`config.mk`:
```
export PLATFORM = sky130hd
export DESIGN_NAME = mds_alu
export DESIGN_NICKNAME = d
export VERILOG_FILES = /design/src/sv/assert_macros.svh /design/src/sv/mds_pkg.sv /design/src/sv/mds_alu.sv
export SDC_FILE = /design/constraint.sdc
export NUM_CORES = 1
export LEC_CHECK = 0
export ABC_AREA = 1
export BUFFER_PORTS_ARGS = -buffer_cell sky130_fd_sc_hd__buf_2
export CORE_ASPECT_RATIO = 1.2
export CORE_UTILIZATION = 50
export DETAILED_ROUTE_END_ITERATION = 12
export PLACE_DENSITY = 0.79
export SYNTH_ARGS = -nofsm -noshare
export SYNTH_HDL_FRONTEND = slang
export SYNTH_SLANG_ARGS = --single-unit
export TNS_END_PERCENT = 1
```
`constraint.sdc`:
```
create_clock -name vclk -period 2.7
set_input_delay 0.135 -clock vclk [all_inputs]
set_output_delay 0.135 -clock vclk [all_outputs]
set_load 0.02 [all_outputs]
```
`src/sv/assert_macros.svh`:
```
// ----------------------------------------------------------------------------
// Assertion macros
// Concurrent assertion wrappers; compiled out when SYNTH is defined.
// ----------------------------------------------------------------------------
`ifndef ASSERT_MACROS_SVH
`define ASSERT_MACROS_SVH

`ifndef SYNTH
`define ASSERT_PROP(lbl, clk, rst_n, prop) \
    lbl: assert property (@(posedge clk) disable iff (!rst_n) prop) \
        else $error("assertion failed");
`define ASSERT_NEVER(lbl, clk, rst_n, expr) \
    lbl: assert property (@(posedge clk) disable iff (!rst_n) !(expr)) \
        else $error("forbidden condition seen");
`else
`define ASSERT_PROP(lbl, clk, rst_n, prop)
`define ASSERT_NEVER(lbl, clk, rst_n, expr)
`endif

`endif

```
`src/sv/mds_pkg.sv`:
```
// ----------------------------------------------------------------------------
// mds_pkg
// Shared constants and types for the duration transition scorer.
// ----------------------------------------------------------------------------
package mds_pkg;

    localparam int DUR_CATEGORIES = 8;
    localparam int DIR_CLASSES    = 8;

    localparam int CAT_W   = 3;
    localparam int COUNT_W = 16;
    localparam int SCORE_W = 16;

    localparam int DEPTH  = DUR_CATEGORIES * DIR_CLASSES * DUR_CATEGORIES;
    localparam int ADDR_W = $clog2(DEPTH);
    localparam int SUM_W  = COUNT_W + $clog2(DUR_CATEGORIES);
    localparam int DEN_W  = SUM_W + 1;
    localparam int ALU_W  = DEN_W + 1;
    localparam int COL_W  = $clog2(DUR_CATEGORIES + 1);
    localparam int STEP_W = $clog2(SCORE_W);

    localparam int Q15_MAX = 32767;

    localparam int S_TDATA_W = 32;

    typedef struct packed {
        logic [ALU_W-1:0] a;
        logic [ALU_W-1:0] b;
        logic             sub;
    } alu_req_t;

    typedef struct packed {
        logic [ALU_W-1:0] res;
        logic             carry;
    } alu_rsp_t;

endpackage

```
`src/sv/mds_alu.sv`:
```
// ----------------------------------------------------------------------------
// mds_alu
// Shared add/subtract unit; carry out doubles as borrow on subtract.
// ----------------------------------------------------------------------------
module mds_alu
    import mds_pkg::*;
(
    input  alu_req_t req,
    output alu_rsp_t rsp
);

    logic [ALU_W:0] full;

    always_comb
    begin
        if (req.sub)
        begin
            full = {1'b0, req.a} - {1'b0, req.b};
        end
        else
        begin
            full = {1'b0, req.a} + {1'b0, req.b};
        end
    end

    assign rsp.res   = full[ALU_W-1:0];
    assign rsp.carry = full[ALU_W];

endmodule

```
==> results.ini <==
[run_status]
status = finished clean

[hold_path]
holdCritStartpoint = req[1]
hold-path-cell-count = 4
hold_path.class = input pin to output pin

[logic_synthesis]
synth_area_um2 = 2020
synth-seq-area-share = 0
synth_nets = 471
ys_types = 24
synthTopCellsByArea = nand2_1 28%, ha_1 14%, inv_1 14%, nor2_1 9.1%, nand3_1 7.7%
synth_warnings = 0
syn_avg_cell_area_um2 = 4.98
yosys.area.top_type = nand2_1
syn_inst = 405
synth.top_cell.area_share = 0.275

[finish]
final-seq-area_um2 = 0
final_common_cell = nand2_1
nFlopsAndLatches = 0
synthToLayoutAreaGrowth_pct = 29.8
drive_above_1_share = 0.247
fillCellCount = 365
fin_nets = 546
finalInstanceArea_um2 = 2620
antennaDiodeCount = 0
mostFrequentLayoutCells = 143 x nand2_1, 71 x inv_1, 64 x buf_2
clkbuf_count = 0

[timing]
worstMarginPinSlew_ps = 503
relSlewSlack = 0.661
rsz0062_at_grt = true
fin_crit_sh = 0.949
finalSetupTns_ps = 0
finalMaxSlewViolations = 0
final-hold-violation-count = 0
fmax_mhz = 390
setup_viol = 0
final.min_clock_period_ps = 2560

[placement]
place_area_um2 = 2440
port-buffer-count = 65
dp_hpwl_mm = 5.16
gp_congestion = 0.891

[power]
ir_drop_uv = 164
leakagePower_uw = 0.00154
power.density_nw_per_um2 = 328

[routing]
wl_per_cell_um = 11.5
drc = 0
num_vias = 2655
vias_per_cell = 5.01
first_pass_iters = 4
ant_nets = 0
drt-initial-drc-count = 142
wirelength_mm = 6.12

[run]
maxCapViolCount = 0

[die]
die_y_um = 71.6
rows = 24
start_util = 0.538
die_w_um = 60.0
die_area_um2 = 4300
io_pins = 65
design.core.area_um2 = 3750

[worst_setup_path]
worst_setup_path_start_kind = input pin
endpoint_kind = output pin
crit_start = req[4]
slowest_stage = ha_2
cp.required_ps = 2570
worstPathMaxFanout = 5
cpPeakStageDelay_ps = 390
crit_chain = buf_2 > nor2_2 > nand3_1 > nor2_2 > nand2_1 > nand2_2 > nand2_1 > xnor2_2 > ha_2 > nand2_2 > nor2_1 > nand3_1 > nor2_1 > nor2_1 > xnor2_1 > buf_2
critPathArrivalTime_ps = 2430
path_class = input pin to output pin
cpMostUsedCell = nor2_1

[grt]
grt_max_degree = 13
grt_pass1_vias = 2353
track_usage = 0.281
antenna_found_initial = 0
gr-total-overflow = 0
grt_pass1_wl_mm = 9.55

[cts]
postCtsHoldBufs = 0

==> worst max-delay path: cells and delay by family <==
family / cells / cell delay, ps
xor gates and xnor gates: 2 / 310
adders and majority gates: 1 / 390
buffers and inverters: 2 / 320
and+or+nand+nor: 11 / 1270
==> cell usage after synthesis <==
cell type  count
o21ai_0        6
o211ai_1       1
a31oi_1        1
nand3_2        2
nand2_2        4
inv_2          1
nor2_1        49
ha_1          22
fa_1           1
nor2_2         5
nand3_1       31
a21o_1         1
nand4_1        7
inv_1         73
and2_1         1
buf_2          2
o21ai_2        2
xor2_1        17
nand2_1      148
a21oi_1       16
o21bai_1       4
nor4_1         1
nor3_1         2
xnor2_1        8
==> final timing paths <==
path                  end  slack (ps)
hold / removal     rsp[1]         670
setup / recovery  rsp[13]         140
==> layout make-up <==
| type | count | area, um^2 | area share |
|---|---|---|---|
| multi-input combinational | 329 | 1870 | 0.715 |
| timing repair buffer | 75 | 403 | 0.154 |
| tap | 52 | 65.1 | 0.0248 |
| inverter | 74 | 278 | 0.106 |
==> cells by family after synthesis <==
logic type | share of synthesized area
fa+ha+maj | 0.146
xor+xnor | 0.108
compound gates | 0.0887
buf+inv | 0.143
simple gates | 0.514
==> metrics by stage <==
| stage | hold slack (ps) | worst slack, ps | power [uW] | util | instances |
|---|---|---|---|---|---|
| after global routing | 715 | -33.3 | 954 | 0.698 | 530 |
| after detailed placement | 660 | -4.29 | 791 | 0.649 | 525 |
| after floorplan | 461 | 450 | 565 | - | 405 |
| after global placement | 655 | 46.7 | 778 | 0.649 | 525 |
| after CTS | 660 | 55.1 | 793 | 0.650 | 525 |
| final | 669 | 137 | 860 | 0.698 | 530 |
==> metal layers <==
| layer | track usage | wire [um] | up-vias |
|---|---|---|---|
| li1 | - | - | 1409 |
| met3 | 0.0126 | 219 | 10 |
| met1 | 0.337 | 2620 | 1160 |
| met4 | 0.0388 | 76 | 0 |
| met2 | 0.543 | 3200 | 76 |
| met5 | 0 | 0 | - |
==> what timing repair did <==
action	4_1_cts	5_1_grt
buffers inserted	0	5
endpoints found under the hold margin	0	0
pin swaps	0	12
resized for setup	1	35
gates cloned	0	0
endpoints found under the setup margin	1	14
==> report_power, final <==
part / total (uW) / internal (uW) / switching (uW)
logic: 860 / 316 / 544
registers: 0 / 0 / 0
clock network: 0 / 0 / 0
total: 860 / 316 / 544
Note: power is estimated with default switching activity, not from simulation.
